===== config.mk =====
export PLATFORM = sky130hd
export DESIGN_NAME = gear_position_classifier
export DESIGN_NICKNAME = d
export VERILOG_FILES = /design/src/design/gpc_pkg.sv /design/src/design/gpc_classify.sv /design/src/design/gear_position_classifier.sv
export SDC_FILE = /design/constraint.sdc
export NUM_CORES = 1
export LEC_CHECK = 0
export BUFFER_PORTS_ARGS = -buffer_cell sky130_fd_sc_hd__buf_2
export CORE_MARGIN = 2
export CORE_UTILIZATION = 25
export DETAILED_ROUTE_END_ITERATION = 8
export PLACE_DENSITY = 0.43
export SLEW_MARGIN = 40
export SYNTH_ARGS = -nofsm -noshare
export SYNTH_HDL_FRONTEND = slang
export SYNTH_SLANG_ARGS = --single-unit

===== constraint.sdc =====
create_clock -name clk -period 10.15 [get_ports clk]
set_input_delay 2.03 -clock clk [delete_from_list [all_inputs] [get_ports clk]]
set_output_delay 2.03 -clock clk [all_outputs]
set_load 0.02 [all_outputs]

===== src/design/gpc_pkg.sv =====
// gear position classifier package: word types, register codes, constants
// and the scaling and segment helper functions
// no dependencies
package gpc_pkg;

  // widths of the fixed fields
  localparam int unsigned SAMPLE_W = 10;
  localparam int unsigned CV_W     = 9;
  localparam int unsigned GEAR_W   = 3;
  localparam int unsigned SEG_W    = 7;
  localparam int unsigned CFG_IDX_W = 3;
  localparam int unsigned PHASE_W  = 3;

  // parameter defaults
  localparam int unsigned SAMPLES_PER_READING_DEF   = 16;
  localparam int unsigned READINGS_PER_DECISION_DEF = 6;

  // reset values of the running minimums
  localparam logic [SAMPLE_W-1:0] SAMPLE_MIN_RESET = 10'd1023;
  localparam logic [SAMPLE_W-1:0] WINDOW_MIN_RESET = 10'd1000;

  // neutral segment walks round a..f
  localparam logic [PHASE_W-1:0] PHASE_LAST = 3'd5;

  // gear codes
  localparam logic [GEAR_W-1:0] GEAR_NEUTRAL = 3'd0;
  localparam logic [GEAR_W-1:0] GEAR_FIRST   = 3'd1;
  localparam logic [GEAR_W-1:0] GEAR_SECOND  = 3'd2;
  localparam logic [GEAR_W-1:0] GEAR_THIRD   = 3'd3;
  localparam logic [GEAR_W-1:0] GEAR_FOURTH  = 3'd4;
  localparam logic [GEAR_W-1:0] GEAR_FIFTH   = 3'd5;
  localparam logic [GEAR_W-1:0] GEAR_SIXTH   = 3'd6;

  // input op and result kind codes
  localparam logic OP_SAMPLE   = 1'b0;
  localparam logic OP_TICK     = 1'b1;
  localparam logic KIND_GEAR   = 1'b0;
  localparam logic KIND_SEGS   = 1'b1;

  // configuration register indexes
  localparam logic [CFG_IDX_W-1:0] REG_CUTOFF_FIRST  = 3'd0;
  localparam logic [CFG_IDX_W-1:0] REG_CUTOFF_SECOND = 3'd1;
  localparam logic [CFG_IDX_W-1:0] REG_CUTOFF_THIRD  = 3'd2;
  localparam logic [CFG_IDX_W-1:0] REG_CUTOFF_FOURTH = 3'd3;
  localparam logic [CFG_IDX_W-1:0] REG_CUTOFF_FIFTH  = 3'd4;
  localparam logic [CFG_IDX_W-1:0] REG_CUTOFF_SIXTH  = 3'd5;
  localparam logic [CFG_IDX_W-1:0] REG_ABOVE_THRESH  = 3'd6;

  typedef struct packed {
    logic                op;
    logic [SAMPLE_W-1:0] adc_sample;
  } in_word_t;

  typedef struct packed {
    logic              kind;
    logic [GEAR_W-1:0] gear_code;
    logic [SEG_W-1:0]  segment_bits;
  } out_word_t;

  // classification limits, all in centivolts
  typedef struct packed {
    logic [CV_W-1:0] first;
    logic [CV_W-1:0] second;
    logic [CV_W-1:0] third;
    logic [CV_W-1:0] fourth;
    logic [CV_W-1:0] fifth;
    logic [CV_W-1:0] sixth;
    logic [CV_W-1:0] above;
  } limits_t;

  // floor(raw * 500 / 1023): 500x by shift and subtract, then the
  // divide by 2^10-1 as (n + n/1024 + 1) / 1024, exact for quotients below 1024
  function automatic logic [CV_W-1:0] scale_reading(input logic [SAMPLE_W-1:0] raw);
    logic [19:0] prod;
    logic [19:0] sum;
    prod = {1'b0, raw, 9'd0} - {7'd0, raw, 3'd0} - {8'd0, raw, 2'd0};
    sum  = prod + {10'd0, prod[19:10]} + 20'd1;
    return sum[10 +: CV_W];
  endfunction

  // seven segment pattern of a gear digit, segments a..g on bits 0..6
  function automatic logic [SEG_W-1:0] digit_segments(input logic [GEAR_W-1:0] gear);
    logic [SEG_W-1:0] seg;
    unique case (gear)
      GEAR_FIRST:  seg = 7'h06;
      GEAR_SECOND: seg = 7'h5B;
      GEAR_THIRD:  seg = 7'h4F;
      GEAR_FOURTH: seg = 7'h66;
      GEAR_FIFTH:  seg = 7'h6D;
      GEAR_SIXTH:  seg = 7'h7D;
      default:     seg = 7'h00;
    endcase
    return seg;
  endfunction

endpackage


===== src/design/gpc_classify.sv =====
// gear classifier: compares the window minimum against the six cutoffs
// in order and reports the gear and whether the arm flag is cleared
// depends on gpc_pkg
module gpc_classify (
  input  logic [gpc_pkg::SAMPLE_W-1:0] window_min,
  input  gpc_pkg::limits_t             limits,
  input  logic                         armed,
  output logic [gpc_pkg::GEAR_W-1:0]   gear,
  output logic                         clear_arm
);
  import gpc_pkg::*;

  logic [SAMPLE_W-1:0] lim_first, lim_second, lim_third;
  logic [SAMPLE_W-1:0] lim_fourth, lim_fifth, lim_sixth;

  // widen the cutoffs to the minimum's width
  assign lim_first  = {1'b0, limits.first};
  assign lim_second = {1'b0, limits.second};
  assign lim_third  = {1'b0, limits.third};
  assign lim_fourth = {1'b0, limits.fourth};
  assign lim_fifth  = {1'b0, limits.fifth};
  assign lim_sixth  = {1'b0, limits.sixth};

  // first cutoff that holds wins, second gear only when armed
  always_comb begin
    clear_arm = 1'b0;
    priority if (window_min <= lim_first) begin
      gear      = GEAR_FIRST;
      clear_arm = 1'b1;
    end else if (window_min <= lim_second && armed) begin
      gear = GEAR_SECOND;
    end else if (window_min <= lim_third) begin
      gear = GEAR_THIRD;
    end else if (window_min <= lim_fourth) begin
      gear = GEAR_FOURTH;
    end else if (window_min <= lim_fifth) begin
      gear = GEAR_FIFTH;
    end else if (window_min <= lim_sixth) begin
      gear = GEAR_SIXTH;
    end else begin
      gear = GEAR_NEUTRAL;
    end
  end

endmodule


===== src/design/gear_position_classifier.sv =====
// gear position classifier top level: input register, group and window
// minimum tracking, gear decision and display pattern, output register
// depends on gpc_pkg and gpc_classify
//
// Usage:
//   in channel (in_valid/in_ready/in_data) takes one word per cycle while
//   in_ready is high: a converter sample (op 0) or a display tick (op 1).
//   out channel (out_valid/out_ready/out_data) gives a gear decision word
//   once per SAMPLES_PER_READING * READINGS_PER_DECISION samples (and on the
//   first reading after reset), and a segment pattern word for every tick.
//   cfg channel (cfg_valid/cfg_ready/cfg_index/cfg_data) writes the six
//   cutoffs and the arm threshold; cfg_ready is always high and indexes
//   above six are dropped. Write only while the block is idle.
// Timing:
//   a word is held in the input register and is processed from there into
//   the output register; out_valid rises when the output register is
//   loaded. one word per clock sustained while out_data is taken; all state
//   updates happen in the same step that moves a word on.
// Reset (rst_n low, synchronous): limits return to their defaults, the
//   minimums return to their start values, counters, gear and neutral phase
//   are cleared, both registers empty.
// Stall: while out_data waits, the input register keeps taking words that
//   produce no result; a word that does produce one holds there, and in_ready
//   drops until the output register is taken.
module gear_position_classifier #(
  parameter int unsigned SAMPLES_PER_READING   = gpc_pkg::SAMPLES_PER_READING_DEF,
  parameter int unsigned READINGS_PER_DECISION = gpc_pkg::READINGS_PER_DECISION_DEF
) (
  input  logic                          clk,
  input  logic                          rst_n,
  input  logic                          in_valid,
  output logic                          in_ready,
  input  gpc_pkg::in_word_t             in_data,
  output logic                          out_valid,
  input  logic                          out_ready,
  output gpc_pkg::out_word_t            out_data,
  input  logic                          cfg_valid,
  output logic                          cfg_ready,
  input  logic [gpc_pkg::CFG_IDX_W-1:0] cfg_index,
  input  logic [gpc_pkg::CV_W-1:0]      cfg_data
);
  import gpc_pkg::*;

  localparam int unsigned SCNT_W = (SAMPLES_PER_READING > 1) ?
                                   $clog2(SAMPLES_PER_READING) : 1;
  localparam int unsigned RCNT_W = (READINGS_PER_DECISION > 1) ?
                                   $clog2(READINGS_PER_DECISION) : 1;
  localparam logic [SCNT_W-1:0] SCNT_LAST = SCNT_W'(SAMPLES_PER_READING - 1);
  localparam logic [RCNT_W-1:0] RCNT_LAST = RCNT_W'(READINGS_PER_DECISION - 1);

  // configuration
  limits_t limits_r;

  // input register
  logic     in_vld_r;
  in_word_t in_word_r;

  // block state
  logic [SAMPLE_W-1:0] sample_min_r, sample_min_nxt;
  logic [SCNT_W-1:0]   sample_cnt_r, sample_cnt_nxt;
  logic [SAMPLE_W-1:0] window_min_r, window_min_nxt;
  logic [RCNT_W-1:0]   reading_cnt_r, reading_cnt_nxt;
  logic                armed_r, armed_nxt;
  logic [GEAR_W-1:0]   gear_r, gear_nxt;
  logic [PHASE_W-1:0]  phase_r, phase_nxt;

  // output register
  logic      out_vld_r;
  out_word_t out_word_r, out_word_nxt;

  // datapath signals
  logic [SAMPLE_W-1:0] group_min;
  logic [CV_W-1:0]     reading;
  logic                armed_upd;
  logic [SAMPLE_W-1:0] wmin_upd;
  logic [GEAR_W-1:0]   decided_gear;
  logic                clear_arm;
  logic                emit;
  logic                out_free;
  logic                advance;

  // configuration writes, always accepted
  assign cfg_ready = 1'b1;

  always_ff @(posedge clk) begin
    if (!rst_n) begin
      limits_r.first  <= 9'd156;
      limits_r.second <= 9'd213;
      limits_r.third  <= 9'd286;
      limits_r.fourth <= 9'd366;
      limits_r.fifth  <= 9'd432;
      limits_r.sixth  <= 9'd477;
      limits_r.above  <= 9'd300;
    end else if (cfg_valid) begin
      unique case (cfg_index)
        REG_CUTOFF_FIRST:  limits_r.first  <= cfg_data;
        REG_CUTOFF_SECOND: limits_r.second <= cfg_data;
        REG_CUTOFF_THIRD:  limits_r.third  <= cfg_data;
        REG_CUTOFF_FOURTH: limits_r.fourth <= cfg_data;
        REG_CUTOFF_FIFTH:  limits_r.fifth  <= cfg_data;
        REG_CUTOFF_SIXTH:  limits_r.sixth  <= cfg_data;
        REG_ABOVE_THRESH:  limits_r.above  <= cfg_data;
        default: ;
      endcase
    end
  end

  // reading path: group minimum, scaling, arm test, window minimum
  assign group_min = (in_word_r.adc_sample < sample_min_r) ? in_word_r.adc_sample
                                                           : sample_min_r;
  assign reading   = scale_reading(group_min);
  assign armed_upd = armed_r | (reading > limits_r.above);
  assign wmin_upd  = ({1'b0, reading} < window_min_r) ? {1'b0, reading} : window_min_r;

  gpc_classify u_classify (
    .window_min (wmin_upd),
    .limits     (limits_r),
    .armed      (armed_upd),
    .gear       (decided_gear),
    .clear_arm  (clear_arm)
  );

  // next state and result word for the word in the input register
  always_comb begin
    sample_min_nxt  = sample_min_r;
    sample_cnt_nxt  = sample_cnt_r;
    window_min_nxt  = window_min_r;
    reading_cnt_nxt = reading_cnt_r;
    armed_nxt       = armed_r;
    gear_nxt        = gear_r;
    phase_nxt       = phase_r;
    emit            = 1'b0;
    out_word_nxt    = '0;
    if (in_word_r.op == OP_TICK) begin
      emit                   = 1'b1;
      out_word_nxt.kind      = KIND_SEGS;
      out_word_nxt.gear_code = gear_r;
      if (gear_r == GEAR_NEUTRAL) begin
        out_word_nxt.segment_bits = SEG_W'(1) << phase_r;
        phase_nxt = (phase_r == PHASE_LAST) ? '0 : phase_r + 3'd1;
      end else begin
        out_word_nxt.segment_bits = digit_segments(gear_r);
      end
    end else if (sample_cnt_r != SCNT_LAST) begin
      sample_min_nxt = group_min;
      sample_cnt_nxt = sample_cnt_r + 1'b1;
    end else begin
      sample_min_nxt  = SAMPLE_MIN_RESET;
      sample_cnt_nxt  = '0;
      reading_cnt_nxt = (reading_cnt_r == RCNT_LAST) ? '0 : reading_cnt_r + 1'b1;
      if (reading_cnt_r == '0) begin
        emit                   = 1'b1;
        gear_nxt               = decided_gear;
        armed_nxt              = armed_upd & ~clear_arm;
        window_min_nxt         = WINDOW_MIN_RESET;
        out_word_nxt.kind      = KIND_GEAR;
        out_word_nxt.gear_code = decided_gear;
      end else begin
        armed_nxt      = armed_upd;
        window_min_nxt = wmin_upd;
      end
    end
  end

  // handshake: a word without a result completes even when the output is full
  assign out_free = ~out_vld_r | out_ready;
  assign advance  = in_vld_r & (out_free | ~emit);
  assign in_ready = ~in_vld_r | advance;

  // input register
  always_ff @(posedge clk) begin
    if (!rst_n) begin
      in_vld_r <= 1'b0;
    end else if (in_ready) begin
      in_vld_r <= in_valid;
    end
  end

  always_ff @(posedge clk) begin
    if (in_valid && in_ready) begin
      in_word_r <= in_data;
    end
  end

  // state update
  always_ff @(posedge clk) begin
    if (!rst_n) begin
      sample_min_r  <= SAMPLE_MIN_RESET;
      sample_cnt_r  <= '0;
      window_min_r  <= WINDOW_MIN_RESET;
      reading_cnt_r <= '0;
      armed_r       <= 1'b0;
      gear_r        <= GEAR_NEUTRAL;
      phase_r       <= '0;
    end else if (advance) begin
      sample_min_r  <= sample_min_nxt;
      sample_cnt_r  <= sample_cnt_nxt;
      window_min_r  <= window_min_nxt;
      reading_cnt_r <= reading_cnt_nxt;
      armed_r       <= armed_nxt;
      gear_r        <= gear_nxt;
      phase_r       <= phase_nxt;
    end
  end

  // output register
  always_ff @(posedge clk) begin
    if (!rst_n) begin
      out_vld_r <= 1'b0;
    end else if (out_free) begin
      out_vld_r <= advance & emit;
    end
  end

  always_ff @(posedge clk) begin
    if (advance && emit) begin
      out_word_r <= out_word_nxt;
    end
  end

  assign out_valid = out_vld_r;
  assign out_data  = out_word_r;

  // checks on the block's own logic
  a_phase_range: assert property (@(posedge clk) disable iff (!rst_n)
    phase_r <= PHASE_LAST)
    else $error("neutral phase out of range");

  a_gear_word_no_segments: assert property (@(posedge clk) disable iff (!rst_n)
    out_vld_r && out_word_r.kind == KIND_GEAR |-> out_word_r.segment_bits == '0)
    else $error("gear word carries segment bits");

  a_neutral_one_segment: assert property (@(posedge clk) disable iff (!rst_n)
    out_vld_r && out_word_r.kind == KIND_SEGS && out_word_r.gear_code == GEAR_NEUTRAL
    |-> $onehot(out_word_r.segment_bits[5:0]) && !out_word_r.segment_bits[6])
    else $error("neutral pattern not a single segment a..f");

  a_gear_range: assert property (@(posedge clk) disable iff (!rst_n)
    gear_r <= GEAR_SIXTH)
    else $error("current gear out of range");

  a_stall_holds_result: assert property (@(posedge clk) disable iff (!rst_n)
    in_vld_r && !advance |=> in_vld_r && $stable(in_word_r))
    else $error("stalled word lost from input register");

endmodule

# Word level (Yosys, flattened, before mapping)
# Index checks and enable logic that the tools add are counted.
[op_classes]
n_mux = 23
shifts = 1
n_lt_le_gt_ge = 9
add_sub_neg = 7
eq_ne = 15
bitwise = 13
reduce_logical = 17
[op_table]
columns = ["operator", "count"]
rows = [
  ["10-bit by 9-bit <= comparator with 1-bit output", 6],
  ["7-bit case mux with 6 select lines", 1],
  ["10-bit 2-to-1 mux", 4],
  ["3-bit 2-to-1 mux", 11],
  ["3-bit == test (second input constant)", 8],
  ["19-bit by 13-bit subtractor with 20-bit output", 1],
  ["20-bit by 12-bit subtractor with 20-bit output", 1],
  ["19-bit by 1-bit adder with 19-bit output (second input constant)", 1],
  ["19-bit by 10-bit adder with 19-bit output", 1],
  ["2-bit AND reduction", 8],
  ["3-bit by 2-bit == test with 1-bit output (second input constant)", 4],
  ["10-bit less-than comparator", 1],
  ["9-bit by 10-bit less-than comparator with 1-bit output", 1],
  ["9-bit greater-than comparator", 1],
  ["3-bit zero test", 3],
  ["7-bit 2-to-1 mux", 1],
  ["1-bit by 3-bit left shift with 7-bit output (first input constant)", 1],
  ["3-bit by 1-bit adder with 3-bit output (second input constant)", 2],
  ["3-bit by 1-bit == test with 1-bit output (second input constant)", 2],
  ["1-bit NOT", 6],
  ["3-bit AND reduction", 2],
  ["1-bit 2-to-1 mux", 5],
  ["4-bit by 1-bit adder with 4-bit output (second input constant)", 1],
  ["4-bit 2-to-1 mux", 1],
  ["5 further kinds", 12],
]
[totals]
output_inout_bits = 14
in_bits = 28
register_bits = 121
word_cells = 106

# Logic depth before layout (Yosys ltp)
# Gate-level depths: netlist (run 1).
[depth]
word_depth = 18
ltp_mapped = 57
mapped_depth_nobuf = 51

# Cells and area by module
# From an unflattened synthesis (run 1), not the netlist that was laid out.
[hier_totals]
hier_cells = 997
area_unflattened_um2 = 8498.2
[by_module_without_submodules]
columns = ["mod", "cells_per_inst", "seq_area_each_um2", "n_inst", "area_per_inst_um2"]
rows = [
  ["gear_position_classifier", 803, 2642.5, 1, 6998.0],
  ["gpc_classify", 194, 0.0, 1, 1500.2],
]

# Worst setup path after synthesis (run 1)
# No wires, ideal clock.
[synth_path]
kind = "register to register"
start = "reg in_word_r[5] (netlist bit)"
end = "reg out_word_r, in the netlist out_data[7] (data pin)"
synth_period_minus_slack_ns = 10.006
path_stages_with_launch = 53
path_buffers = 4
required_ns = 9.894
arrival_time_ns = 9.750
setup_time_ns = 0.256
setup_slack_ns = 0.144
path_cell_list = "edfxtp_1 -> ha_1 -> a41oi_1 -> o31ai_1 -> buf_2 -> nor2_1 -> clkbuf_1 -> clkbuf_1 -> nand2_1 -> o21ai_0 -> inv_1 -> fa_1 -> inv_1 -> ha_1 -> a21o_1 -> a211oi_1 -> nor2_1 -> a221oi_1 -> (+17 left out) -> a21oi_1 -> nor2_1 -> a41o_1 -> buf_6 -> mux2_2 -> ha_1 -> nor2b_1 -> o21a_1 -> o21a_1 -> o21a_1 -> o21a_1 -> o21a_1 -> o21a_1 -> o21ai_0 -> nand2b_1 -> a21oi_1 -> o21ai_0 -> a22o_1"
[synth_lines]
columns = ["item", "line", "text"]
rows = [
  ["start: declaration", "gear_position_classifier.sv:56", "in_word_t in_word_r;"],
  ["start signal: assignment", "gear_position_classifier.sv:181", "in_word_r <= in_data;"],
  ["end signal: assignment", "gear_position_classifier.sv:217", "out_word_r <= out_word_nxt;"],
  ["end: declaration", "gear_position_classifier.sv:69", "out_word_t out_word_r, out_word_nxt;"],
]

==> impl_metrics.yaml, run 1 <==
status:
  run_status: "finished, final reports clean"
pwr:
  power-per-cell-area_nw_per_um2: 251
  p_total_mw: 2.71
  peakVddDrop_v: 0.000105
  p_leak_nw: 4.67
final_layout:
  flow.area_growth_from_synthesis_pct: 23.8
  stdcell_count: 1621
  design_area_um2: 10800
  post-route-util_pct: 31.3
  final_nets: 1294
  post_route_cells_drive_above_1_share_pct: 17.8
  antenna-diode-count: 0
cts:
  clock_sink_count: 121
  cts-hold-fix-buffers: 0
  maximum_level_of_the_cts_h_tree: 4
  numCtsBuffers: 17
  clk_path_buf_depth: 2
  cts_root_buffer: "sky130_fd_sc_hd__clkbuf_16"
  cts_tree: "built"
  clkSlewWorstSetupHoldPaths_ns: 0.06
  clock_insertion_delay_worst_skew_ns: 0.43
drt:
  highest_layer: "met4"
  met2WireLength_um: 12700
  vias_per_cell: 4.73
  detailedRoute.firstPassIterationCount: 7
  dr.first_iter.drc_count: 469
  routed-wl-met3_um: 664
  route.detailed.drc: 0
  wirelength_um: 26100
  route.antenna.remaining_nets: 0
  drt-wirelength-per-cell_um: 16.1
  vias: 7669
  routedLengthMet1_um: 12200
sta:
  finalClockSkew_ns: 0.0109
  whs_ns: 0.465
  setup_repair_after_global_routing_missed_its_margin: "yes"
  final_min_period_over_clock_period_pct: 94.4
  totalNegativeSetupSlack_ns: 0
  worst_pin_slew_ns: 0.772
  report.final.slew_viol_count: 0
  max_freq_ghz: 0.104
  timing_hold_violations_final: 0
  report.final.setup_viol: 0
  slew_headroom_pct: 48.1
  setup_ws_ns: 0.572
  layout_min_cycle_time_ns: 9.58
logic_synthesis:
  synth_top_family_by_area: "compound AO/OA/AOI/OAI gates"
  synth_flop_cell: "sky130_fd_sc_hd__dfxtp_1"
  synth_xor_area_share_pct: 2.61
  netlist.top_cell.by_area: "sky130_fd_sc_hd__dfxtp_1"
  postSynthAreaPerCell_um2: 8.15
  library_cell_with_the_highest_instance_count_after_synthesis: "sky130_fd_sc_hd__nand2_1"
  post_synth_and_or_nand_nor_area_fraction_pct: 20.2
  arithmetic_cell_share_of_the_synthesized_area_counting_full_adders_half_adders_and_majority_gates_pct: 16.4
  yosysUniqueCellTypes: 71
  synthesis.instances: 1069
  synth.net_count: 1210
  synth.area.mux_share_pct: 1.58
  synth_top_cells_by_area: "sky130_fd_sc_hd__dfxtp_1, sky130_fd_sc_hd__ha_1, sky130_fd_sc_hd__edfxtp_1"
  yosys_register_bits: 121
  yosys_warnings: 0
  number_of_enable_type_register_cells_in_the_synthesized_netlist: 22
  yosys.area.top_type_share_pct: 22.7
  synth-seq-area-share_pct: 30.3
  fraction_of_the_mapped_netlist_area_in_compound_gates_pct: 22.1
  synth_commonest_cells: "sky130_fd_sc_hd__nand2_1, sky130_fd_sc_hd__ha_1, sky130_fd_sc_hd__inv_1"
  synth-async-reset-ratio_pct: 0
  post_synthesis_instance_area_um2: 8710
setup_path:
  regToRegEndpoint: "out_data[8]"
  r2r-start: "in_word_r[4]"
  cpMaxStageDelayCell: "sky130_fd_sc_hd__fa_1"
  timing.critical_path.from: "in_word_r[4]"
  max_stage_delay_ns: 0.55
  cp-start-kind: "flop"
  cp-end-kind: "flop"
  timing.reg2reg.setup_slack_ns: 0.57
  critical_path_arrival_ns: 9.74
  critical_path.max_fanout: 7
  crit_type: "flop to flop"
  critical_path.top_delay_family: "compound AO/OA/AOI/OAI gates"
  ff2ff_path_depth: 48
  critPathBufInv: 3
  critical_path_depth: 48
  crit_end: "out_data[8]"
  worst_ep_required_time_ns: 10.32
  critical-path-top-cell-by-count: "sky130_fd_sc_hd__o21a_1"
min_path:
  holdCritPathClass: "flop to flop"
  holdPathStages: 2
floorplanning:
  boundaryPins: 42
  chipHeight_um: 191
  initial_core_util_pct: 25.3
  coreArea_um2: 34500
  floorplan.rows: 68
  die_w_um: 191
  die-area_um2: 36400
run:
  cap_violations: 0
global_route:
  via_count_of_the_first_global_routing_pass: 7503
  antenna_found_initial: 0
  maximum_number_of_pins_on_one_net_before_global_route_repair: 83
  grtUsageTotal_pct: 14.8
  grt_overflow: 0
  grt_first_pass_wirelength_um: 41300
placed_design:
  routability_congestion_estimate: 0.903
  placed_cells_incl_taps: 1573
  detailedPlacementHpwl_um: 19800
  place.port_buffers: 40
  cell_area_after_placement_um2: 9700
  dp_worst_setup_slack_ns: -0.00601
==> metal layers <==
layer,vias up,global-route usage (%)
met5,-,0
met4,0,4.50
met3,22,2.32
met2,103,25.2
met1,3587,19.0
li1,3957,-
==> registers in the layout, indices dropped and copies added (netlist names) <==
| name | flops |
|---|---|
| phase_r | 3 |
| sample_cnt_r | 4 |
| in_vld_r | 1 |
| sample_min_r | 10 |
| window_min_r | 10 |
| limits_r | 63 |
| in_word_r | 11 |
| reading_cnt_r | 3 |
| armed_r | 1 |
| out_data | 11 |
| out_valid | 1 |
| gear_r | 3 |
==> cell usage in the layout, fill, tap and decap left out, drive strengths merged, types with 7 or more instances in the layout <==
cell type  count
and3           8
nor2          60
nand2        166
ha           111
a21boi        32
a211oi        11
dfxtp         99
nand3         29
a21oi         45
nor2b         20
nand2b        16
buf          106
nand4         20
nor4          11
o21a          35
o211ai        50
nor3          13
a31oi          8
inv          107
clkbuf        19
mux2i          7
xnor2         20
edfxtp        22
o21ai         35
and2          10
a21o          13
==> worst min-delay path, delay by kind of cell (launching register included) <==
family | cells | cell delay, ns
AOI/OAI and AO/OA | 1 | 0.06
DFF | 1 | 0.31
and+or+nand+nor | 1 | 0.05
==> how the worst min path moves through the flow <==
| stage | start | endpoint | slack, ns |
|---|---|---|---|
| global route | limits_r[4] | limits_r[4] | 0.48 |
| floorplan | window_min_r[9] | window_min_r[9] | 0.43 |
| finish | limits_r[42] | limits_r[42] | 0.47 |
| CTS | limits_r[42] | limits_r[42] | 0.47 |
| detailed placement | limits_r[42] | limits_r[42] | 0.46 |
| global placement | limits_r[55] | limits_r[55] | 0.45 |
==> power by group <==
| part | internal [mW] | switching [mW] | total, mW | leakage, nW |
|---|---|---|---|---|
| Sequential | 0.503 | 0.00857 | 0.512 | 1.02 |
| Combinational | 0.682 | 0.818 | 1.50 | 3.33 |
| Clock | 0.465 | 0.233 | 0.697 | 0.313 |
| Total | 1.65 | 1.06 | 2.71 | 4.67 |
==> cell type report <==
cell class              count  area, µm²
inverters                 107        402
fillers                  3666      23700
well taps                 455        569
clock buffers              19        443
clock inverters            13        224
flip-flops and latches    121       2650
multi-input cells         800       5790
repair buffers            106        716
==> repair_timing <==
item / in CTS / in global routing
endpoints found under the setup margin: 2 / 7
setup buffers: 0 / 16
gates resized for setup: 2 / 58
cloned: 0 / 0
hold endpoints to repair: 0 / 0
pin swaps: 0 / 19
==> cells by family after synthesis <==
group	Yosys count
adders and majority gates	113
AOI/OAI and AO/OA	273
muxes	13
and+or+nand+nor	374
buffers and inverters	148
xor gates and xnor gates	26
other	1
DFF	121
Note: power is estimated with default switching activity, not from simulation.
==> run 2, diff against run 1 <==
- SYNTH_HIERARCHICAL: unset -> 1
==> run 2 against run 1 <==
Effect of this change:
- setup slack got worse by 0.043 ns
- register-to-register slack got worse by 0.04 ns
- cell area fell by 5.0%
- first-iteration DRC count fell by 35%
- wire length fell by 9.3%
- core utilization fell by 0.73 points
- total power fell by 15%
- sequential share of layout area rose by 1.3 points
- flip-flop and latch count did not move
- critical path depth fell by 8
- combinational power fell by 21%
- global-route usage fell by 1.2 points
==> impl_metrics.yaml, run 2 <==
status:
  run_status: "finished, final reports clean"
logic_synthesis:
  library_cell_with_the_highest_instance_count_after_synthesis: "sky130_fd_sc_hd__nand2_1"
  synth-async-reset-ratio_pct: 0
  synth_flop_cell: "sky130_fd_sc_hd__dfxtp_1"
  yosys_warnings: 6
  netlist.top_cell.by_area: "sky130_fd_sc_hd__dfxtp_1"
  yosys_register_bits: 121
  post_synthesis_instance_area_um2: 8500
  synth_commonest_cells: "sky130_fd_sc_hd__nand2_1, sky130_fd_sc_hd__ha_1, sky130_fd_sc_hd__inv_1"
  yosys.area.top_type_share_pct: 23.3
  yosysUniqueCellTypes: 83
  number_of_enable_type_register_cells_in_the_synthesized_netlist: 22
  synthesis.instances: 997
  postSynthAreaPerCell_um2: 8.52
  synth_top_cells_by_area: "sky130_fd_sc_hd__dfxtp_1, sky130_fd_sc_hd__ha_1, sky130_fd_sc_hd__nand2_1"
  synth-seq-area-share_pct: 31.1
global_route:
  grtUsageTotal_pct: 13.6
  antenna_found_initial: 0
  grt_first_pass_wirelength_um: 37700
  maximum_number_of_pins_on_one_net_before_global_route_repair: 57
  grt_overflow: 0
  via_count_of_the_first_global_routing_pass: 6898
cts:
  maximum_level_of_the_cts_h_tree: 4
  clock_sink_count: 121
  clkSlewWorstSetupHoldPaths_ns: 0.06
  numCtsBuffers: 17
  cts_tree: "built"
  clk_path_buf_depth: 2
  cts_root_buffer: "sky130_fd_sc_hd__clkbuf_16"
  clock_insertion_delay_worst_skew_ns: 0.42
floorplanning:
  initial_core_util_pct: 25.3
  die-area_um2: 35500
  floorplan.rows: 67
  chipHeight_um: 188
  boundaryPins: 42
  coreArea_um2: 33500
  die_w_um: 188
setup_path:
  worst_ep_required_time_ns: 10.41
  max_stage_delay_ns: 0.47
  critical_path.top_delay_family: "compound AO/OA/AOI/OAI gates"
  crit_type: "flop to flop"
  critical-path-top-cell-by-count: "sky130_fd_sc_hd__ha_1"
  cp-start-kind: "flop"
  critPathBufInv: 1
  critical_path.max_fanout: 7
  cp-end-kind: "flop"
  critical_path_arrival_ns: 9.88
  cpMaxStageDelayCell: "sky130_fd_sc_hd__o41a_1"
pwr:
  power_report.internal_total_mw: 1.37
  power_switching_mw: 0.930
  p_total_mw: 2.30
  power-per-cell-area_nw_per_um2: 225
  comb_power_share_pct: 51.3
  switching_share_pct: 40.4
  power.clock.fraction_pct: 26.4
  p_leak_nw: 4.71
  peakVddDrop_v: 0.000127
  seqPwrFrac_pct: 22.3
placed_design:
  dp_worst_setup_slack_ns: -0.135
  routability_congestion_estimate: 0.813
  detailedPlacementHpwl_um: 18400
  place.port_buffers: 40
  placed_cells_incl_taps: 1487
sta:
  final_min_period_over_clock_period_pct: 94.8
  finalClockSkew_ns: 0.0144
  max_freq_ghz: 0.104
  setup_ws_ns: 0.529
  layout_min_cycle_time_ns: 9.62
  worst_pin_slew_ns: 0.748
  whs_ns: 0.462
  report.final.slew_viol_count: 0
  report.final.setup_viol: 0
  slew_headroom_pct: 49.9
  timing_hold_violations_final: 0
drt:
  route.antenna.remaining_nets: 0
  drt-wirelength-per-cell_um: 15.5
  route.detailed.drc: 0
  detailedRoute.firstPassIterationCount: 6
  vias_per_cell: 4.56
  vias: 6984
  wirelength_um: 23700
  dr.first_iter.drc_count: 303
final_layout:
  post-route-util_pct: 30.6
  top_register: "limits_r"
  flow.area_growth_from_synthesis_pct: 20.6
  area.sequential_um2: 2640
  stdcell_count: 1532
  final_nets: 1216
  antenna-diode-count: 0
  multi_input_area_um2: 5540
  fillerInstances: 3604
  most_used_cells_in_the_layout_excluding_fill_and_tap_cells: "sky130_fd_sc_hd__nand2_1, sky130_fd_sc_hd__ha_1, sky130_fd_sc_hd__inv_1"
  post_route_cells_drive_above_1_share_pct: 17.1
  layout_commonest_cell: "sky130_fd_sc_hd__nand2_1"
  largest_reg_flops: 63
run:
  cap_violations: 0
min_path:
  holdCritPathClass: "flop to flop"
-- run 2: cell count changes after synthesis, sizes merged, moves of 11 or more --
cell    previous run  this run
nand2            166       185
o21a              35         9
o21ai             35        24
nor2              60        33
o211ai            50        18
nand3             29        51
-- run 2: cell type report --
type	instances	share of cell area, %
clock inverter	11	1.10
timing repair buffer	82	5.15
clock buffer	21	4.71
tap	448	5.47
sequential	121	25.8
multi-input combinational	747	54.0
inverter	102	3.74
-- run 2: final timing paths --
kind / slack (ns) / endpoint / cells past startpoint / from
setup / recovery: 0.53 / out_data[9] / 40 / in_word_r[9]
setup reg to reg: 0.53 / out_data[9] / 40 / in_word_r[9]
hold / removal: 0.46 / limits_r[42] / 2 / limits_r[42]
hold reg to reg: 0.46 / limits_r[42] / 2 / limits_r[42]
-- run 2: logic make-up (layout without fill, tap and decap cells) --
family / after synthesis / count (layout) / share of synthesized area, %
simple gates: 369 / 371 / 21.1
compound gates: 206 / 206 / 18.0
buf+inv: 133 / 216 / 6.20
flops: 121 / 121 / 31.1
fa+ha+maj: 117 / 117 / 17.5
xor+xnor: 33 / 33 / 3.80
mux: 16 / 16 / 2.22
other cells: 2 / 4 / 0.0884
-- run 2: layer usage --
layer  GRT usage (%)  vias up  part of all wire [%]
met4            3.52        0                   1.0
met5               0        -                     0
met1            16.9     3276                    47
met3            2.44       13                   2.3
met2            24.1       63                    49
li1                -     3632                     -
-- run 2: what timing repair did --
item	CTS	global route
buffers inserted	0	10
gates resized for setup	4	35
hold endpoints to repair	0	0
pin swaps	0	12
hold buffers	0	0
cloned	0	2
endpoints found under the setup margin	5	7
-- run 2: power by group through the flow --
stage / registers, mW / logic [mW] / clock network, mW
final: 0.513 / 1.18 / 0.609
after detailed placement: 0.523 / 1.12 / 0
after global routing: 0.515 / 1.33 / 0.646
after global placement: 0.523 / 1.12 / 0
after floorplan: 0.521 / 0.795 / 0
after CTS: 0.513 / 1.13 / 0.625
-- run 2: per-stage QoR --
| step | TNS, ns | area (µm²) |
|---|---|---|
| 2_1_floorplan | 0 | 8510 |
| 3_3_place_gp | 0 | 9350 |
| 3_5_place_dp | -0.239 | 9380 |
| 4_1_cts | 0 | 9990 |
| 5_1_grt | -0.0956 | 10200 |
| 6_report | 0 | 10200 |
-- run 2: worst min-delay path, stage by stage, from the launching register on --
cell and delay, ns:
sky130_fd_sc_hd__dfxtp_1 0.31, sky130_fd_sc_hd__nand2_1 0.05, sky130_fd_sc_hd__a21boi_0 0.06
==> run 3, diff against run 2 <==
- CORE_MARGIN: 2 -> 1.5
==> run 3 against run 2 <==
Effect of this change:
- clock power fell by 3%
- clock skew is 0.0047 ns lower
- via count grew 1.0%
- non-clock buffer count decreased by 1
- global-route usage rose by 0.25 points
- maximum frequency fell by 0.16%
- setup slack got worse by 0.015 ns
- largest cell class unchanged
- sequential share of layout area unchanged
==> impl_metrics.yaml, run 3 (synthesized netlist as in run 2, its figures left out) <==
cts:
  cts-hold-fix-buffers: 0
  cts_tree: "built"
  clkSlewWorstSetupHoldPaths_ns: 0.06
  clock_sink_count: 121
  clock_insertion_delay_worst_skew_ns: 0.42
  clk_path_buf_depth: 2
  maximum_level_of_the_cts_h_tree: 4
  numCtsBuffers: 17
  cts_root_buffer: "sky130_fd_sc_hd__clkbuf_16"
final_layout:
  most_used_cells_in_the_layout_excluding_fill_and_tap_cells: "sky130_fd_sc_hd__nand2_1, sky130_fd_sc_hd__ha_1, sky130_fd_sc_hd__inv_1"
  fillerInstances: 3609
  largest_reg_flops: 63
  post_route_cells_drive_above_1_share_pct: 17.4
  final_nets: 1213
  layout_commonest_cell: "sky130_fd_sc_hd__nand2_1"
  flow.area_growth_from_synthesis_pct: 20.6
  top_register: "limits_r"
  antenna-diode-count: 0
sta:
  final_min_period_over_clock_period_pct: 94.9
  finalClockSkew_ns: 0.00969
  report.final.slew_viol_count: 0
  layout_min_cycle_time_ns: 9.64
  setup_ws_ns: 0.514
  slew_headroom_pct: 45.2
  timing_hold_violations_final: 0
  worst_pin_slew_ns: 0.818
  report.final.setup_viol: 0
  max_freq_ghz: 0.104
setup_path:
  critical-path-top-cell-by-count: "sky130_fd_sc_hd__ha_1"
  cp-end-kind: "flop"
  cp-start-kind: "flop"
  critical_path.top_delay_family: "compound AO/OA/AOI/OAI gates"
  crit_type: "flop to flop"
  max_stage_delay_ns: 0.46
  critical_path.max_fanout: 17
  worst_ep_required_time_ns: 10.42
  critical_path_depth: 44
  critPathBufInv: 3
  cpMaxStageDelayCell: "sky130_fd_sc_hd__o41a_1"
  critical_path_arrival_ns: 9.90
  ff2ff_path_depth: 44
pwr:
  p_leak_nw: 4.69
  switching_share_pct: 40.5
  power-per-cell-area_nw_per_um2: 225
  comb_power_share_pct: 52.2
  p_total_mw: 2.30
  peakVddDrop_v: 0.000153
  power_switching_mw: 0.934
  seqPwrFrac_pct: 22.3
  power_report.internal_total_mw: 1.37
  power.clock.fraction_pct: 25.5
floorplanning:
  coreArea_um2: 33500
  floorplan.rows: 67
  die-area_um2: 35100
  die_w_um: 187
  initial_core_util_pct: 25.3
  chipHeight_um: 187
  boundaryPins: 42
status:
  run_status: "finished, final reports clean"
min_path:
  holdPathStages: 2
  holdCritPathClass: "flop to flop"
placed_design:
  detailedPlacementHpwl_um: 18300
  dp_worst_setup_slack_ns: -0.0944
  place.port_buffers: 40
  routability_congestion_estimate: 0.818
global_route:
  maximum_number_of_pins_on_one_net_before_global_route_repair: 83
  met1_usage_pct: 17.7
  grt_use_met2_pct: 23.7
  grtUsageMet3_pct: 2.27
  grtUsageTotal_pct: 13.8
  antenna_found_initial: 0
  via_count_of_the_first_global_routing_pass: 6792
  grt_overflow: 0
  grt_first_pass_wirelength_um: 37800
  top_usage_layer: "met2"
drt:
  vias: 7054
  route.antenna.remaining_nets: 0
  wirelength_um: 23900
  detailedRoute.firstPassIterationCount: 4
  drt-wirelength-per-cell_um: 15.7
  dr.first_iter.drc_count: 324
  route.detailed.drc: 0
  vias_per_cell: 4.62
run:
  cap_violations: 0
[run 3: cell count changes in the layout (fill, tap and decap cells not counted), moves of 2 or more]
| cell | delta |
|---|---|
| sky130_fd_sc_hd__inv_4 | +2 |
| sky130_fd_sc_hd__buf_4 | -2 |
| sky130_fd_sc_hd__a31oi_2 | +2 |
| sky130_fd_sc_hd__o31ai_2 | -2 |
| sky130_fd_sc_hd__o31ai_4 | +2 |
| sky130_fd_sc_hd__a31oi_1 | -2 |
| sky130_fd_sc_hd__clkinv_4 | -4 |
| sky130_fd_sc_hd__ha_1 | -2 |
| sky130_fd_sc_hd__clkinv_2 | +3 |
[run 3: metal layers]
metal	share of wire, %	wire length [µm]	vias to the layer above
met4	1.8	440	0
li1	-	-	3609
met1	47	11300	3323
met5	0	0	-
met3	2.5	608	22
met2	49	11600	100
[run 3: tightest hold or removal path, cell delays in order (launching register included)]
cell and delay, ns:
sky130_fd_sc_hd__dfxtp_1 0.31, sky130_fd_sc_hd__nand2_1 0.05, sky130_fd_sc_hd__a21boi_0 0.06
[run 3: worst paths after layout]
| path | startpoint | end | slack, ns |
|---|---|---|---|
| max | in_word_r[9] | out_data[8] | 0.51 |
| min | limits_r[31] | limits_r[31] | 0.46 |
| max reg2reg | in_word_r[9] | out_data[8] | 0.51 |
| min reg2reg | limits_r[31] | limits_r[31] | 0.46 |
[run 3: cell type report]
cell class              count  area (µm²)  area share [%]
multi-input cells         745        5570            54.3
flip-flops and latches    121        2640            25.8
well taps                 448         561            5.47
repair buffers             81         533            5.20
clock buffers              20         468            4.57
inverters                 102         383            3.74
clock inverters            11        96.3           0.940
[run 3: power groups by stage]
stage / registers, mW / clock network (mW) / logic, mW
2_1_floorplan: 0.521 / 0 / 0.795
3_3_place_gp: 0.523 / 0 / 1.12
3_5_place_dp: 0.524 / 0 / 1.12
4_1_cts: 0.513 / 0.605 / 1.13
5_1_grt: 0.515 / 0.628 / 1.36
6_report: 0.513 / 0.589 / 1.20
[run 3: stage by stage]
stage	TNS (ns)	utilization (%)	instances	instance area, µm²	hold WS [ns]
final	0	30.6	1528	10200	0.464
after detailed placement	-0.181	27.9	1484	9350	0.455
after global placement	0	27.8	1483	9340	0.453
after global routing	-0.123	30.6	1528	10200	0.486
after CTS	0	29.6	1515	9940	0.470
after floorplan	0	-	999	8510	0.441
[run 3: repair_timing]
| action | 4_1_cts | 5_1_grt |
|---|---|---|
| setup buffers | 0 | 12 |
| pin swaps | 0 | 13 |
| gates resized for setup | 4 | 43 |
| cloned | 0 | 0 |
| setup endpoints to repair | 5 | 7 |
